===== src/rtl/ogr_pkg.sv =====
package ogr_pkg;

  localparam int GRID_SIDE_DEF     = 128;
  localparam int FRACTION_BITS_DEF = 8;

  localparam int CFG_W     = 16;
  localparam int CFG_IDX_W = 3;

  localparam logic [CFG_IDX_W-1:0] REG_ROBOT_X   = 3'd0;
  localparam logic [CFG_IDX_W-1:0] REG_ROBOT_Y   = 3'd1;
  localparam logic [CFG_IDX_W-1:0] REG_HEADING   = 3'd2;
  localparam logic [CFG_IDX_W-1:0] REG_MIN_RANGE = 3'd3;
  localparam logic [CFG_IDX_W-1:0] REG_MAX_RANGE = 3'd4;
  localparam logic [CFG_IDX_W-1:0] REG_GRID_COLS = 3'd5;
  localparam logic [CFG_IDX_W-1:0] REG_GRID_ROWS = 3'd6;

  localparam logic FUNC_WRITE = 1'b0;
  localparam logic FUNC_CAST  = 1'b1;

  localparam int QUEUE_DEPTH   = 2;
  localparam int CORDIC_STAGES = 14;
  localparam int TRIG_W        = 18;
  localparam int ANG_W         = 17;
  localparam logic signed [TRIG_W-1:0] CORDIC_START = 18'sd19899;

  typedef struct packed {
    logic [14:0] robot_x;
    logic [14:0] robot_y;
    logic [15:0] heading;
    logic [15:0] min_range;
    logic [15:0] max_range;
    logic [7:0]  grid_cols;
    logic [7:0]  grid_rows;
  } cfg_t;

  typedef struct packed {
    logic                     func;
    logic [6:0]               col;
    logic [6:0]               row;
    logic                     occ;
    logic signed [TRIG_W-1:0] cos_v;
    logic signed [TRIG_W-1:0] sin_v;
  } cmd_t;

  typedef struct packed {
    logic clearing;
  } back_status_t;

  // Arctangent of 2^-i in binary angle units (65536 per turn).
  function automatic logic signed [ANG_W-1:0] arc_entry(input logic [3:0] i);
    logic signed [ANG_W-1:0] a;
    unique case (i)
      4'd0:    a = 17'sd8192;
      4'd1:    a = 17'sd4836;
      4'd2:    a = 17'sd2555;
      4'd3:    a = 17'sd1297;
      4'd4:    a = 17'sd651;
      4'd5:    a = 17'sd326;
      4'd6:    a = 17'sd163;
      4'd7:    a = 17'sd81;
      4'd8:    a = 17'sd41;
      4'd9:    a = 17'sd20;
      4'd10:   a = 17'sd10;
      4'd11:   a = 17'sd5;
      4'd12:   a = 17'sd3;
      4'd13:   a = 17'sd1;
      default: a = 17'sd0;
    endcase
    return a;
  endfunction

endpackage


===== src/rtl/ogr_queue.sv =====
module ogr_queue #(
  parameter int DEPTH = ogr_pkg::QUEUE_DEPTH
) (
  input  logic          clk,
  input  logic          rst,
  input  logic          push_valid,
  input  ogr_pkg::cmd_t push_cmd,
  output logic          push_ready,
  output logic          pop_valid,
  output ogr_pkg::cmd_t pop_cmd,
  input  logic          pop_ready
);
  import ogr_pkg::*;

  localparam int PW = (DEPTH > 1) ? $clog2(DEPTH) : 1;
  localparam int CW = $clog2(DEPTH + 1);

  cmd_t          entries [DEPTH];
  logic [PW-1:0] wr_ptr, rd_ptr;
  logic [CW-1:0] count;
  logic          do_push, do_pop;

  assign push_ready = count < CW'(DEPTH);
  assign pop_valid  = count != '0;
  assign pop_cmd    = entries[rd_ptr];
  assign do_push    = push_valid && push_ready;
  assign do_pop     = pop_valid && pop_ready;

  always_ff @(posedge clk) begin
    if (do_push) begin
      entries[wr_ptr] <= push_cmd;
    end
  end

  always_ff @(posedge clk) begin
    if (rst) begin
      wr_ptr <= '0;
      rd_ptr <= '0;
      count  <= '0;
    end else begin
      if (do_push) begin
        wr_ptr <= (wr_ptr == PW'(DEPTH - 1)) ? '0 : wr_ptr + 1'b1;
      end
      if (do_pop) begin
        rd_ptr <= (rd_ptr == PW'(DEPTH - 1)) ? '0 : rd_ptr + 1'b1;
      end
      if (do_push && !do_pop) begin
        count <= count + 1'b1;
      end else if (do_pop && !do_push) begin
        count <= count - 1'b1;
      end
    end
  end

endmodule


===== config.mk =====
export PLATFORM = sky130hd
export DESIGN_NAME = ogr_queue
export DESIGN_NICKNAME = d
export VERILOG_FILES = /design/src/rtl/ogr_pkg.sv /design/src/rtl/ogr_queue.sv
export SDC_FILE = /design/constraint.sdc
export NUM_CORES = 1
export LEC_CHECK = 0
export BUFFER_PORTS_ARGS = -buffer_cell sky130_fd_sc_hd__buf_4
export CAP_MARGIN = 20
export CORE_MARGIN = 2
export CORE_UTILIZATION = 55
export CTS_CLUSTER_DIAMETER = 80
export DETAILED_ROUTE_END_ITERATION = 10
export PLACE_DENSITY = 0.83
export SYNTH_ARGS = -nofsm -noshare
export SYNTH_HDL_FRONTEND = slang
export SYNTH_SLANG_ARGS = --single-unit

===== constraint.sdc =====
create_clock -name clk -period 11 [get_ports clk]
set_input_delay 2.2 -clock clk [delete_from_list [all_inputs] [get_ports clk]]
set_output_delay 2.2 -clock clk [all_outputs]
set_load 0.05 [all_outputs]

### Word level (Yosys, flattened, before mapping)

Memories as Yosys holds them, arrays and structs flattened. A register that Yosys moved wholly into a read port is not among the register bits.
Cells that the tools add are included.

| word-level totals | value |
|---|---|
| bits in registers | 4 |
| memory bits (writable) | 104 |
| input port bits | 56 |
| output and inout bits | 54 |
| memories kept | 1 |

Memories:

| name | depth | bits a word | rd ports | clocked after memory_dff | write ports | RTL line | text |
|---|---|---|---|---|---|---|---|
| entries | 2 | 52 | 1 | 1 | 1 | ogr_queue.sv:18 | `cmd_t entries [DEPTH];` |

| operators by class | value |
|---|---|
| add/sub/neg operators | 4 |
| magnitude comparators | 1 |
| mux-type cells | 8 |
| reduce and logical (&&, ||, !) cells | 8 |

Operators by type and width:

| operator | count |
|---|---|
| $mux 1 | 6 |
| $logic_and 1x1->1 | 4 |
| $mux 2 | 2 |
| $reduce_bool 2->1 | 2 |
| $add 1x1->1 const B | 2 |
| $add 2x1->2 const B | 1 |
| $logic_not 1->1 | 2 |
| $lt 2x2->1 const B | 1 |
| $sub 2x1->2 const B | 1 |

### Logic depth before layout (Yosys ltp)

| logic depth | value |
|---|---|
| depth after elaboration | 6 |
| gate-level depth with buffers | 5 |
| depth with buffers taken out | 5 |

### Worst setup path after synthesis

Ideal clock, no wire load.

| timing path | value |
|---|---|
| path kind | input port to flip-flop |
| from | input port push_valid |
| to | memory entries[0][0] (netlist name) (enable) |
| arrival time | 4.715 ns |
| required time | 10.532 ns |
| slack | 5.817 ns |
| cell stages on the path | 2 |
| cell sequence | and2b_1 nor2b_1 |

| on the way | value |
|---|---|
| longest elaborated chain between the ends | 3 |

Ends and longest elaborated chain:

| element | RTL line | text |
|---|---|---|
| start: declaration | ogr_queue.sv:6 | `input logic push_valid,` |
| $logic_and 1x1->1 | ogr_queue.sv:26 | `assign do_push = push_valid && push_ready;` |
| $mux 1 | ogr_queue.sv:30 | `if (do_push) begin` |
| $mux 1 (implied by the code) | ogr_queue.sv:31 | `entries[wr_ptr] <= push_cmd;` |
| end: declaration | ogr_queue.sv:18 |  |

Every way passes these cells.

==> summary.md <==
| Metric | Value |
|---|---|
| Comb pwr share | `39.6%` |
| Worst setup endpoint | `pop_cmd[30]` |
| Post-Syn Instances | `185` |
| Ys Warns | `0` |
| Post-synth EDFFs | `104` |
| Int Pwr | `0.844 mW` |
| Slew HR | `57.2%` |
| DR DRC count | `0` |
| Initial Util | `55.8%` |
| Post-synth top flop | `edfxtp_1` |
| Crit. End Element | `output pin` |
| Row count | `31` |
| CP Max Fanout | `27` |
| Hold Worst Slack | `0.513 ns` |
| First-pass GRT wire length | `9.67 mm` |
| Post_cts resized | `0` |
| Syn avg cell area | `21.5 um2` |
| Avg WL per Cell | `16.3 um` |
| CTS Sinks | `109` |
| TritonRoute pass-1 iters | `4` |
| Power Density | `266 nW/um2` |
| Register bit total from synthesis | `109` |
| Io pins | `110` |
| Setup Buffers After CTS | `0` |
| Gpl congestion | `0.718` |
| Synth top area cells | `edfxtp_1 (78%), mux2_2 (15%), dfxtp_1 (2.5%)` |
| ANT nets after route | `0` |
| Antenna diodes | `0` |
| Synth cell count leaders | `edfxtp_1 (104), mux2_2 (52), buf_6 (5), dfxtp_1 (5), nor2_1 (4)` |
| Net switching power | `0.517 mW` |
| Hold Violations, Final | `0` |
| Root Buffer | `clkbuf_8` |
| H-tree depth | `3` |
| Final Core Density | `71.7%` |
| Maximum buffer depth of the clock tree | `2` |
| Synthesized Nets | `242` |
| Die area | `7940 um2` |
| Crit start category | `register` |
| P_leak | `1.90 nW` |
| Count leader, synth | `edfxtp_1` |
| Worst path top cell family by delay | `flip-flops` |
| Crit share post-route | `39.8%` |
| Total Wirelength | `6.63 mm` |
| DR iter-0 viols | `93` |
| Yosys top cell by area | `edfxtp_1` |
| CP Class | `reg2out` |
| CP peak stage delay | `0.75 ns` |
| Final setup fails | `0` |
| FF-to-FF path depth | `3` |
| Cts hold-fix bufs | `0` |
| Final nets | `359` |
| Worst Path Arrival | `2.18 ns` |
| Max-slew violations | `0` |
| Number of antenna violations at the first check in global routing | `0` |
| CP max-delay cell | `dfxtp_2` |
| Critical path cell sequence | `buf_4, mux2_2, buf_4` |
| Worst-Margin Slew | `0.641 ns` |
| Clock power share | `19.0%` |
| Post-synthesis sequential area ratio | `80.9%` |
| Overall Global Routing Usage | `17.0%` |
| Core ar. | `7140 um2` |
| Part of the power in registers | `41.5%` |
| Syn-to-layout area delta | `28.5%` |
| Skew final | `0.0140 ns` |
| Status | `finished clean` |
| RSZ-0062 raised after global routing | `no` |
| Via-to-Cell Ratio | `5.02` |
| Final min period | `4.38 ns` |
| Grt total ovfl | `0` |
| Chip height | `89.1 um` |
| IO buf count | `109` |
| R2R setup slack | `9.04 ns` |
| Fmax achieved | `228 MHz` |
| Post-DP HPWL | `4.34 mm` |
| Reg2reg end | `entries[0][16]` |
| Synth top area share | `78.4%` |
| Worst Hold Class | `reg2reg` |
| Die X | `89.1 um` |
| RR Startpoint | `count[1]` |
| DR vias | `2038` |
| Vias in the first global route | `2009` |
| Critical path depth | `3` |
| Switching fraction of total power | `38.0%` |
| CTS buffer count | `9` |
| Synth Cell Area | `3980 um2` |
| Buf/Inv on CP | `2` |
| Ys async rst share | `0%` |
| CP Data Required Time | `8.80 ns` |
| Setup_tns | `0 ns` |
| Post-synthesis cell type count | `17` |
| Post-place setup slack | `7.00 ns` |
| Clk Latency, worst-skew pair | `0.36 ns` |
| CTS clk-pin slew, worst paths | `0.10 ns` |
| CTS tree | `yes` |
| Cell mode on critical path | `buf_4` |
| Setup ws final | `6.62 ns` |
| Largest net degree at the start of global routing | `41` |
| Maximum vdd ir drop | `0.157 mV` |
| Max-cap violations | `0` |
| Share of cells above drive strength 1 | `59.9%` |
-- cells by family (layout without fill, tap and decap cells) --
logic type	count (synthesis)	after routing	synth area share (%)
AO/OA/AOI/OAI	3	3	0.377
XOR/XNOR	4	4	0.880
adder cells (fa/ha/maj)	1	1	0.314
buffers and inverters	7	129	1.63
flip-flops	109	109	80.9
multiplexers	52	52	14.7
AND/OR/NAND/NOR	9	9	1.19
-- power groups by stage --
stage	Clock [mW]	Combinational [mW]	Sequential [mW]
global placement	0	0.538	0.571
finish	0.258	0.538	0.564
global route	0.282	0.564	0.573
detailed placement	0	0.542	0.576
CTS	0.264	0.544	0.566
floorplan	0	0.412	0.560
-- registers in the layout, summed over array words and instances (netlist names), named ones only --
register and count:
entries 104, count 2, rd_ptr 1, wr_ptr 1
-- stage by stage --
stage	instances	area, um2	total power, mW
floorplan	185	3980	0.972
global route	406	5120	1.42
CTS	406	5120	1.37
finish	406	5120	1.36
global placement	390	4900	1.11
detailed placement	390	4900	1.12
-- worst min-delay path by stage --
stage / start / slack, ns / end / cells after the start
2_1_floorplan: rd_ptr / 0.47 / register / 2
3_3_place_gp: rd_ptr / 0.49 / rd_ptr / 2
3_5_place_dp: rd_ptr / 0.50 / rd_ptr / 2
4_1_cts: rd_ptr / 0.52 / register / 2
5_1_grt: rd_ptr / 0.55 / rd_ptr / 2
6_report: rd_ptr / 0.51 / register / 2
-- cell usage in the layout (no fill, tap or decap), drive strengths merged --
master,Yosys,final
nor2,4,4
bufinv,0,2
clkinvlp,0,2
or3,1,1
inv,1,2
or2,1,1
xnor2,1,1
buf,6,112
ha,1,1
xor2,3,3
and2,1,1
clkbuf,0,9
edfxtp,104,104
o21ai,2,2
nor2b,1,1
dfxtp,5,5
a21oi,1,1
and2b,1,1
mux2,52,52
clkinv,0,2
-- layout make-up --
type                    count  area, um2
inverters                   1       3.75
multi-input cells          69        704
flip-flops and latches    109       3220
clock buffers               9        124
fillers                   500       2020
repair buffers            112        841
clock inverters             7       97.6
well taps                  99        124
-- worst register-to-register path, delay by kind of cell (launching register included) --
family / cells / cell delay [ns]
simple gates: 2 / 0.69
buf+inv: 1 / 0.55
flops: 1 / 0.35
-- routing by layer --
layer,GRT usage (%),up-vias,routed length [um]
met2,28.1,73,3370
met1,21.3,999,2710
met5,0,-,0
met4,6.92,0,110
met3,4.80,11,439
li1,-,955,-
No activity file was read; power rests on OpenSTA's default activity.
