<file path="src/rtl/ogr_pkg.sv">
package ogr_pkg;

  localparam int GRID_SIDE_DEF     = 128;
  localparam int FRACTION_BITS_DEF = 8;

  localparam int CFG_W     = 16;
  localparam int CFG_IDX_W = 3;

  localparam logic [CFG_IDX_W-1:0] REG_ROBOT_X   = 3'd0;
  localparam logic [CFG_IDX_W-1:0] REG_ROBOT_Y   = 3'd1;
  localparam logic [CFG_IDX_W-1:0] REG_HEADING   = 3'd2;
  localparam logic [CFG_IDX_W-1:0] REG_MIN_RANGE = 3'd3;
  localparam logic [CFG_IDX_W-1:0] REG_MAX_RANGE = 3'd4;
  localparam logic [CFG_IDX_W-1:0] REG_GRID_COLS = 3'd5;
  localparam logic [CFG_IDX_W-1:0] REG_GRID_ROWS = 3'd6;

  localparam logic FUNC_WRITE = 1'b0;
  localparam logic FUNC_CAST  = 1'b1;

  localparam int QUEUE_DEPTH   = 2;
  localparam int CORDIC_STAGES = 14;
  localparam int TRIG_W        = 18;
  localparam int ANG_W         = 17;
  localparam logic signed [TRIG_W-1:0] CORDIC_START = 18'sd19899;

  typedef struct packed {
    logic [14:0] robot_x;
    logic [14:0] robot_y;
    logic [15:0] heading;
    logic [15:0] min_range;
    logic [15:0] max_range;
    logic [7:0]  grid_cols;
    logic [7:0]  grid_rows;
  } cfg_t;

  typedef struct packed {
    logic                     func;
    logic [6:0]               col;
    logic [6:0]               row;
    logic                     occ;
    logic signed [TRIG_W-1:0] cos_v;
    logic signed [TRIG_W-1:0] sin_v;
  } cmd_t;

  typedef struct packed {
    logic clearing;
  } back_status_t;

  // Arctangent of 2^-i in binary angle units (65536 per turn).
  function automatic logic signed [ANG_W-1:0] arc_entry(input logic [3:0] i);
    logic signed [ANG_W-1:0] a;
    unique case (i)
      4'd0:    a = 17'sd8192;
      4'd1:    a = 17'sd4836;
      4'd2:    a = 17'sd2555;
      4'd3:    a = 17'sd1297;
      4'd4:    a = 17'sd651;
      4'd5:    a = 17'sd326;
      4'd6:    a = 17'sd163;
      4'd7:    a = 17'sd81;
      4'd8:    a = 17'sd41;
      4'd9:    a = 17'sd20;
      4'd10:   a = 17'sd10;
      4'd11:   a = 17'sd5;
      4'd12:   a = 17'sd3;
      4'd13:   a = 17'sd1;
      default: a = 17'sd0;
    endcase
    return a;
  endfunction

endpackage

</file>
<file path="src/rtl/ogr_ifs.sv">
interface ogr_in_if;
  logic        valid;
  logic        ready;
  logic        func;
  logic [6:0]  cell_col;
  logic [6:0]  cell_row;
  logic        cell_occupied;
  logic [15:0] beam_angle;

  modport source (output valid, func, cell_col, cell_row, cell_occupied, beam_angle,
                  input ready);
  modport sink   (input valid, func, cell_col, cell_row, cell_occupied, beam_angle,
                  output ready);
endinterface


</file>
<file path="src/rtl/ogr_front.sv">
module ogr_front (
  input  logic               clk,
  input  logic               rst,
  input  ogr_pkg::cfg_t      cfg,
  input  ogr_pkg::back_status_t back_status,
  ogr_in_if.sink             req,
  output logic               push_valid,
  output ogr_pkg::cmd_t      push_cmd,
  input  logic               push_ready
);
  import ogr_pkg::*;

  localparam logic [1:0] ST_IDLE = 2'd0;
  localparam logic [1:0] ST_ROT  = 2'd1;
  localparam logic [1:0] ST_PUSH = 2'd2;

  logic [1:0]               state;
  logic signed [TRIG_W-1:0] x, y;
  logic signed [ANG_W-1:0]  z;
  logic [3:0]               stage;
  logic [1:0]               quad;
  logic [15:0]              angle;
  logic                     accept;
  logic signed [TRIG_W-1:0] dx, dy, c_q, s_q;

  assign req.ready = (state == ST_IDLE) && !back_status.clearing && push_ready;
  assign accept    = req.valid && req.ready;
  assign angle     = cfg.heading + req.beam_angle;
  assign dx        = y >>> stage;
  assign dy        = x >>> stage;

  always_comb begin
    unique case (quad)
      2'd0:    begin c_q = x;  s_q = y;  end
      2'd1:    begin c_q = -y; s_q = x;  end
      2'd2:    begin c_q = -x; s_q = -y; end
      default: begin c_q = y;  s_q = -x; end
    endcase
  end

  always_comb begin
    push_valid = (accept && req.func == FUNC_WRITE) || (state == ST_PUSH);
    if (state == ST_PUSH) begin
      push_cmd = '{func: FUNC_CAST, col: 7'd0, row: 7'd0, occ: 1'b0,
                   cos_v: c_q, sin_v: s_q};
    end else begin
      push_cmd = '{func: FUNC_WRITE, col: req.cell_col, row: req.cell_row,
                   occ: req.cell_occupied, cos_v: '0, sin_v: '0};
    end
  end

  always_ff @(posedge clk) begin
    if (rst) begin
      state <= ST_IDLE;
      stage <= '0;
    end else begin
      unique case (state)
        ST_IDLE: begin
          if (accept && req.func == FUNC_CAST) begin
            x     <= CORDIC_START;
            y     <= '0;
            z     <= ANG_W'({1'b0, angle[13:0]});
            quad  <= angle[15:14];
            stage <= '0;
            state <= ST_ROT;
          end
        end
        ST_ROT: begin
          if (z >= 0) begin
            x <= x - dx;
            y <= y + dy;
            z <= z - arc_entry(stage);
          end else begin
            x <= x + dx;
            y <= y - dy;
            z <= z + arc_entry(stage);
          end
          stage <= stage + 4'd1;
          if (stage == 4'(CORDIC_STAGES - 1)) begin
            state <= ST_PUSH;
          end
        end
        ST_PUSH: begin
          if (push_ready) begin
            state <= ST_IDLE;
          end
        end
        default: state <= ST_IDLE;
      endcase
    end
  end

endmodule

</file>
<file path="src/flat_wrapper.sv">
// flat-port wrapper written by rule: the top's interface ports become plain ports
module ogr_front_flat import ogr_pkg::*;
  (clk, rst, cfg, back_status, push_valid, push_cmd, push_ready, req_valid, req_func, req_cell_col, req_cell_row, req_cell_occupied, req_beam_angle, req_ready);
  ogr_in_if req_i ();
  input  logic clk;
  input  logic rst;
  input  ogr_pkg::cfg_t cfg;
  input  ogr_pkg::back_status_t back_status;
  output logic push_valid;
  output ogr_pkg::cmd_t push_cmd;
  input  logic push_ready;
  input wire logic [$bits(req_i.valid)-1:0] req_valid;
  input wire logic [$bits(req_i.func)-1:0] req_func;
  input wire logic [$bits(req_i.cell_col)-1:0] req_cell_col;
  input wire logic [$bits(req_i.cell_row)-1:0] req_cell_row;
  input wire logic [$bits(req_i.cell_occupied)-1:0] req_cell_occupied;
  input wire logic [$bits(req_i.beam_angle)-1:0] req_beam_angle;
  output wire logic [$bits(req_i.ready)-1:0] req_ready;
  assign req_i.valid = req_valid;
  assign req_i.func = req_func;
  assign req_i.cell_col = req_cell_col;
  assign req_i.cell_row = req_cell_row;
  assign req_i.cell_occupied = req_cell_occupied;
  assign req_i.beam_angle = req_beam_angle;
  assign req_ready = req_i.ready;
  ogr_front u_core (.clk(clk), .rst(rst), .cfg(cfg), .back_status(back_status), .req(req_i), .push_valid(push_valid), .push_cmd(push_cmd), .push_ready(push_ready));
endmodule
</file>
<file path="config.mk">
export PLATFORM = sky130hd
export DESIGN_NAME = ogr_front_flat
export DESIGN_NICKNAME = d
export VERILOG_FILES = /design/src/rtl/ogr_pkg.sv /design/src/rtl/ogr_ifs.sv /design/src/rtl/ogr_front.sv /design/src/flat_wrapper.sv
export SDC_FILE = /design/constraint.sdc
export NUM_CORES = 1
export LEC_CHECK = 0
export BUFFER_PORTS_ARGS = -buffer_cell sky130_fd_sc_hd__buf_2
export CAP_MARGIN = 20
export CORE_UTILIZATION = 53
export CTS_CLUSTER_SIZE = 10
export DETAILED_ROUTE_END_ITERATION = 10
export PLACE_DENSITY = 0.85
export SLEW_MARGIN = 5
export SYNTH_ARGS = -nofsm -noshare
export SYNTH_HDL_FRONTEND = slang
export SYNTH_SLANG_ARGS = --single-unit
</file>
<file path="constraint.sdc">
create_clock -name clk -period 5.1 [get_ports clk]
set_input_delay 1.02 -clock clk [delete_from_list [all_inputs] [get_ports clk]]
set_output_delay 1.02 -clock clk [all_outputs]
set_load 0.05 [all_outputs]
</file>
Word level (Yosys, flattened, before mapping)
Memory sizes are Yosys's and may differ from the RTL's. A register that Yosys moved wholly into a read port is not among the register bits.
Cells that the tools add are included.
Storage, ports and cells
  output and inout port bits: 54
  register bits: 61
  RAM bits: 0
  input bits: 131
  memories: 2
  bits in read-only memories: 448
  latch bits: 0
  word-level logic and storage cells: 73
Cells by class
  shift operators: 2
  add/sub/neg operators: 10
  multipliers: 0
  div/mod/pow operators: 0
  bitwise gates (word level): 2
  muxes and demuxes: 28
  $lt $le $gt $ge: 1
  equality and inequality tests: 8
  reductions and logical operators: 14
Memory list
  (no name shown): words 16, width 14, read ports 1, clocked after memory_dff 1, wr ports 0, line ogr_pkg.sv:52  | unique case (i)
  (no name shown): words 16, width 14, read ports 1, clocked after memory_dff 1, wr ports 0, line ogr_pkg.sv:52
Operators with widths (count)
  $mux 17: 8
  $pmux 18 s3: 2
  $mux 18: 4
  $pmux 18 s2: 2
  $mux 52: 1
  $add 18x18->18: 2
  $neg 18->18: 2
  $sshr 18x4->18: 2
  $sub 18x18->18: 2
  $pmux 17 s2: 1
  $mux 4: 5
  $add 17x17->17: 1
  $ge 17x1->1 const B: 1
  $sub 17x17->17: 1
  $add 16x16->16: 1
  $reduce_and 3->1: 3
  $pmux 4 s2: 1
  $mux 2: 3
  $pmux 2 s3: 1
  $logic_and 1x1->1: 5
  $add 4x1->4 const B: 1
  $eq 2x1->1 const B: 2
  $eq 2x2->1 const B: 2
  $eq 4x4->1 const B: 1
  other kinds (8): 11

Logic depth before layout (Yosys ltp)
  word-level depth: 9
  depth in mapped cells: 24

Worst setup path after synthesis
Ideal clock, no wire load.
  path type: register -> register
  start: reg u_core.stage[1]
  end: reg u_core.x[17], data pin
  setup time: 0.272 ns
  stages on the path, launching flop included: 24
  path slack: -0.040 ns
  clock period less this slack: 5.140 ns
  data arrival time: 4.867 ns
  data required time: 4.828 ns
  buffers on the path: 5
  cells stage by stage: dfxtp_1 -> buf_6 -> buf_2 -> clkbuf_8 -> clkbuf_1 -> mux4_2 -> a22oi_1 -> o21a_1 -> ha_1 -> nand2_1 -> or4_1 -> clkbuf_1 -> o31ai_1 -> xnor2_1 -> o22ai_1 -> ha_1 -> a21o_1 -> a21o_1 -> a21o_1 -> nor3_1 -> o21ai_0 -> a41oi_1 -> nand2b_1 -> o31ai_1
Between the ends
  longest elaborated chain between the ends: 4
  elaborated cells on any way between the ends: 5
Ends and longest elaborated chain
  from (decl): line ogr_front.sv:20  | logic [3:0] stage;
  from (signal assigned): line ogr_front.sv:78  | stage <= stage + 4'd1;
  $sshr 18x4->18 (*): line ogr_front.sv:29  | assign dx = y >>> stage;
  $add 18x18->18 or $sub 18x18->18 (tied branches): line ogr_front.sv:74, ogr_front.sv:70
  $mux 18 (*): line ogr_front.sv:69  | if (z >= 0) begin
  $pmux 18 s2 (*): line ogr_front.sv:57  | unique case (state)
  to (signal assigned): line ogr_front.sv:70  | x <= x - dx;
  to (signal assigned): line ogr_front.sv:74  | x <= x + dx;
  to (decl): line ogr_front.sv:18  | logic signed [TRIG_W-1:0] x, y;
Every way passes the cells marked *; elsewhere a longest branch is shown, timed or not.
A chain may end at the register's enable or synchronous reset.

Worst setup path in the final report
Same ends and word-level chain as after synthesis.

==> results.yml <==
setup_path:
  timing.critical_path.to_type: "flop"
  worst_path_max_delay_cell: "mux4_1"
  critical-path-top-delay-family: "compound AO/OA/AOI/OAI gates"
  cp.buffers_inverters: 1
  worstSetupStartpointType: "flop"
  crit_path_max_fanout: 5
  required_time_at_the_endpoint_of_the_critical_path_ns: 5.18
  timing.setup.critical_path_class: "flop to flop"
  critical_path.most_common_cell: "a21o_1"
  timing.critical_path.slowest_cell_delay_ns: 0.63
  worst_path_arrival_ns: 5.06
  worstPathCellList: "mux4_1 -> mux2_2 -> a222oi_1 -> buf_4 -> nand2_1 -> or4_1 -> o31ai_1 -> xnor2_1 -> o22ai_1 -> ha_1 -> a21o_1 -> a21o_1 -> a21o_1 -> nor3_1 -> o21ai_0 -> a41oi_1 -> nand2b_1 -> o31ai_1"
outcome:
  run_status: "finished, final reports clean"
place:
  routabilityCongestion: 1.02
  place_hpwl_mm: 22.0
  port-buffer-count: 106
  placed_cells_incl_taps: 1570
  place_ws_ns: -0.0564
synth:
  flip_flop_and_latch_count_after_synthesis: 75
  syn-cell-area_um2: 10400
  synth.net_count: 1422
  synth.yosys.seq_area_share_pct: 19.7
  synth_cell_types: 87
  post_synth.cell_area_avg_um2: 8.60
  synth_enable_flop_cells: 55
  ys_dominant_reg_cell: "edfxtp_1"
  post_synth_inst_count: 1210
  yosys_warnings: 0
  async_reset_ff_share_pct: 0
global_route:
  grt_max_degree: 49
  grt_pass1_wl_mm: 45.3
  grt_antenna_before_repair: 0
  grt_pass1_vias: 8921
  grt_overflow_total: 0
  global_route.usage.total_pct: 28.5
clock_network:
  clock_sinks: 75
  cts-buffers-inserted: 9
  clock_insertion_delay_worst_skew_ns: 0.36
  cts_tree: "built"
  clk_pin_slew_worst_paths_ns: 0.07
  root_buffer: "clkbuf_16"
  cts.path.max_buffers: 2
  ctsHtreeMaxLevel: 3
cells_and_area:
  layout.cells.most_common_list: "nor2_1, buf_2, nand2_1"
  finalCoreUtilization_pct: 62.2
  insertedDiodeCount: 0
  post_route_cells_drive_above_1_share_pct: 21.8
  syn2layout_area_growth_pct: 13.4
  final_cell_count_no_fill: 1593
  layout.nets: 1540
  commonest_non_fill_non_tap_cell_in_the_layout: "nor2_1"
timing:
  fin_crit_sh_pct: 97.6
  worstMarginPinSlew_ns: 0.741
  report.final.setup_viol: 0
  fin_crit_ns: 4.98
  skew_ns: 0.0101
  final.setup.worst_slack_ns: 0.120
  max-slew-margin-rel_pct: 50.2
  hold_viol: 0
  final_max_slew_viol_count: 0
  setup_tns_ns: 0
  fmax_ghz: 0.201
  timing.hold.ws_ns: 0.751
routing:
  avgRoutedWirePerCell_um: 18.2
  drt_first_pass_iters: 6
  detailedRoute.firstIterationViolations: 1158
  post-route-drc-count: 0
  route.detailed.vias_per_inst: 6.27
  ant_nets: 0
  finalWirelength_mm: 29.0
  vias: 9982
power_and_ir_drop:
  power_density_nw_per_um2: 165
  ir_worst_vdd_uv: 155
  p_leak_nw: 4.84
floorplan:
  core_area_um2: 19000
  die_width_um: 142
  std_cell_rows: 50
  io_pins: 185
  chipHeight_um: 142
  start_util_pct: 54.9
  die_area_um2: 20200
hold_path:
  hold_path_class: "flop to flop"
job:
  timing.max_cap.violations: 0
kinds of logic after synthesis:
group / after synthesis / share of synthesized area (%)
muxes: 102 / 15.2
AOI/OAI and AO/OA: 280 / 18.1
xor gates and xnor gates: 131 / 11.2
DFF: 75 / 19.7
and+or+nand+nor: 422 / 20.1
adders and majority gates: 81 / 10.0
buffers and inverters: 119 / 5.74
final cells by class:
type / instances / area [um^2]
clock buffer: 12 / 268
timing repair buffer: 184 / 1170
tap: 260 / 325
fill: 1564 / 7160
inverter: 42 / 158
clock inverter: 4 / 31.3
sequential: 75 / 2060
multi-input combinational: 1016 / 7780
power by group:
part / internal, mW / switching, mW / total, mW
sequential: 0.673 / 0.0141 / 0.687
clock: 0.376 / 0.287 / 0.663
combinational: 0.262 / 0.337 / 0.599
total: 1.31 / 0.639 / 1.95
per-layer routing:
metal / GRT usage [%] / wire length, um / share of wire, % / vias up
met1: 38.2 / 12000 / 41 / 4748
met2: 45.9 / 13500 / 46 / 475
met4: 10.9 / 765 / 2.6 / 0
met5: 0 / 0 / 0 / -
met3: 4.54 / 2770 / 9.5 / 64
li1: - / - / - / 4695
worst register-to-register path, stage by stage (launching register included):
cell and delay, ns:
dfxtp_4 0.44, mux4_1 0.63, mux2_2 0.34, a222oi_1 0.42, buf_4 0.20, nand2_1 0.06, or4_1 0.43, o31ai_1 0.31
xnor2_1 0.16, o22ai_1 0.12, ha_1 0.30, a21o_1 0.17, a21o_1 0.17, a21o_1 0.18, nor3_1 0.15, o21ai_0 0.17
a41oi_1 0.26, nand2b_1 0.14, o31ai_1 0.07
what timing repair did:
action                                  4_1_cts  5_1_grt
hold buffers                                  0        0
setup buffers                                 0        5
gates cloned                                  0        1
pin swaps                                     0        6
endpoints found under the setup margin        1        9
gates resized for setup                       1        9
synthesized netlist by cell type, drive strengths merged (9+ instances only):
library cell  number  area share, %
nor2             127            4.6
nand2             92            3.3
ha                77            9.3
xnor2             74            6.2
a21oi             61            2.9
clkbuf            57            2.9
o21ai             56            2.7
xor2              56            4.7
edfxtp            55             16
inv               41            1.5
mux4              40            8.9
mux2i             39            3.8
and2              35            2.1
nor3              30            1.4
a211oi            29            2.1
nand2b            24            1.4
mux2              23            2.5
nand3             22            1.1
a21o              21            1.5
dfxtp             20            3.8
buf               19            1.3
o31ai             19            1.4
or3               17            1.0
nor2b             14           0.84
or2               13           0.78
o41ai             12            1.1
o21a              11           0.79
a31oi             10           0.60
nor4               9           0.54
worst paths after layout:
check / startpoint / slack [ns] / endpoint / cells past startpoint
max: u_core.stage[1] / 0.12 / u_core.x[17] / 18
min: flop / 0.75 / u_core.z[0] / 2
min reg2reg: flop / 0.75 / u_core.z[0] / 2
max reg2reg: u_core.stage[1] / 0.12 / u_core.x[17] / 18
through the flow:
step	cell area [um^2]	power [mW]
after CTS	11700	1.94
after global routing	11800	2.03
after detailed placement	11400	1.28
final	11800	1.95
after global placement	11400	1.26
after floorplan	10400	1.15
No activity file was read; power rests on OpenSTA's default activity.
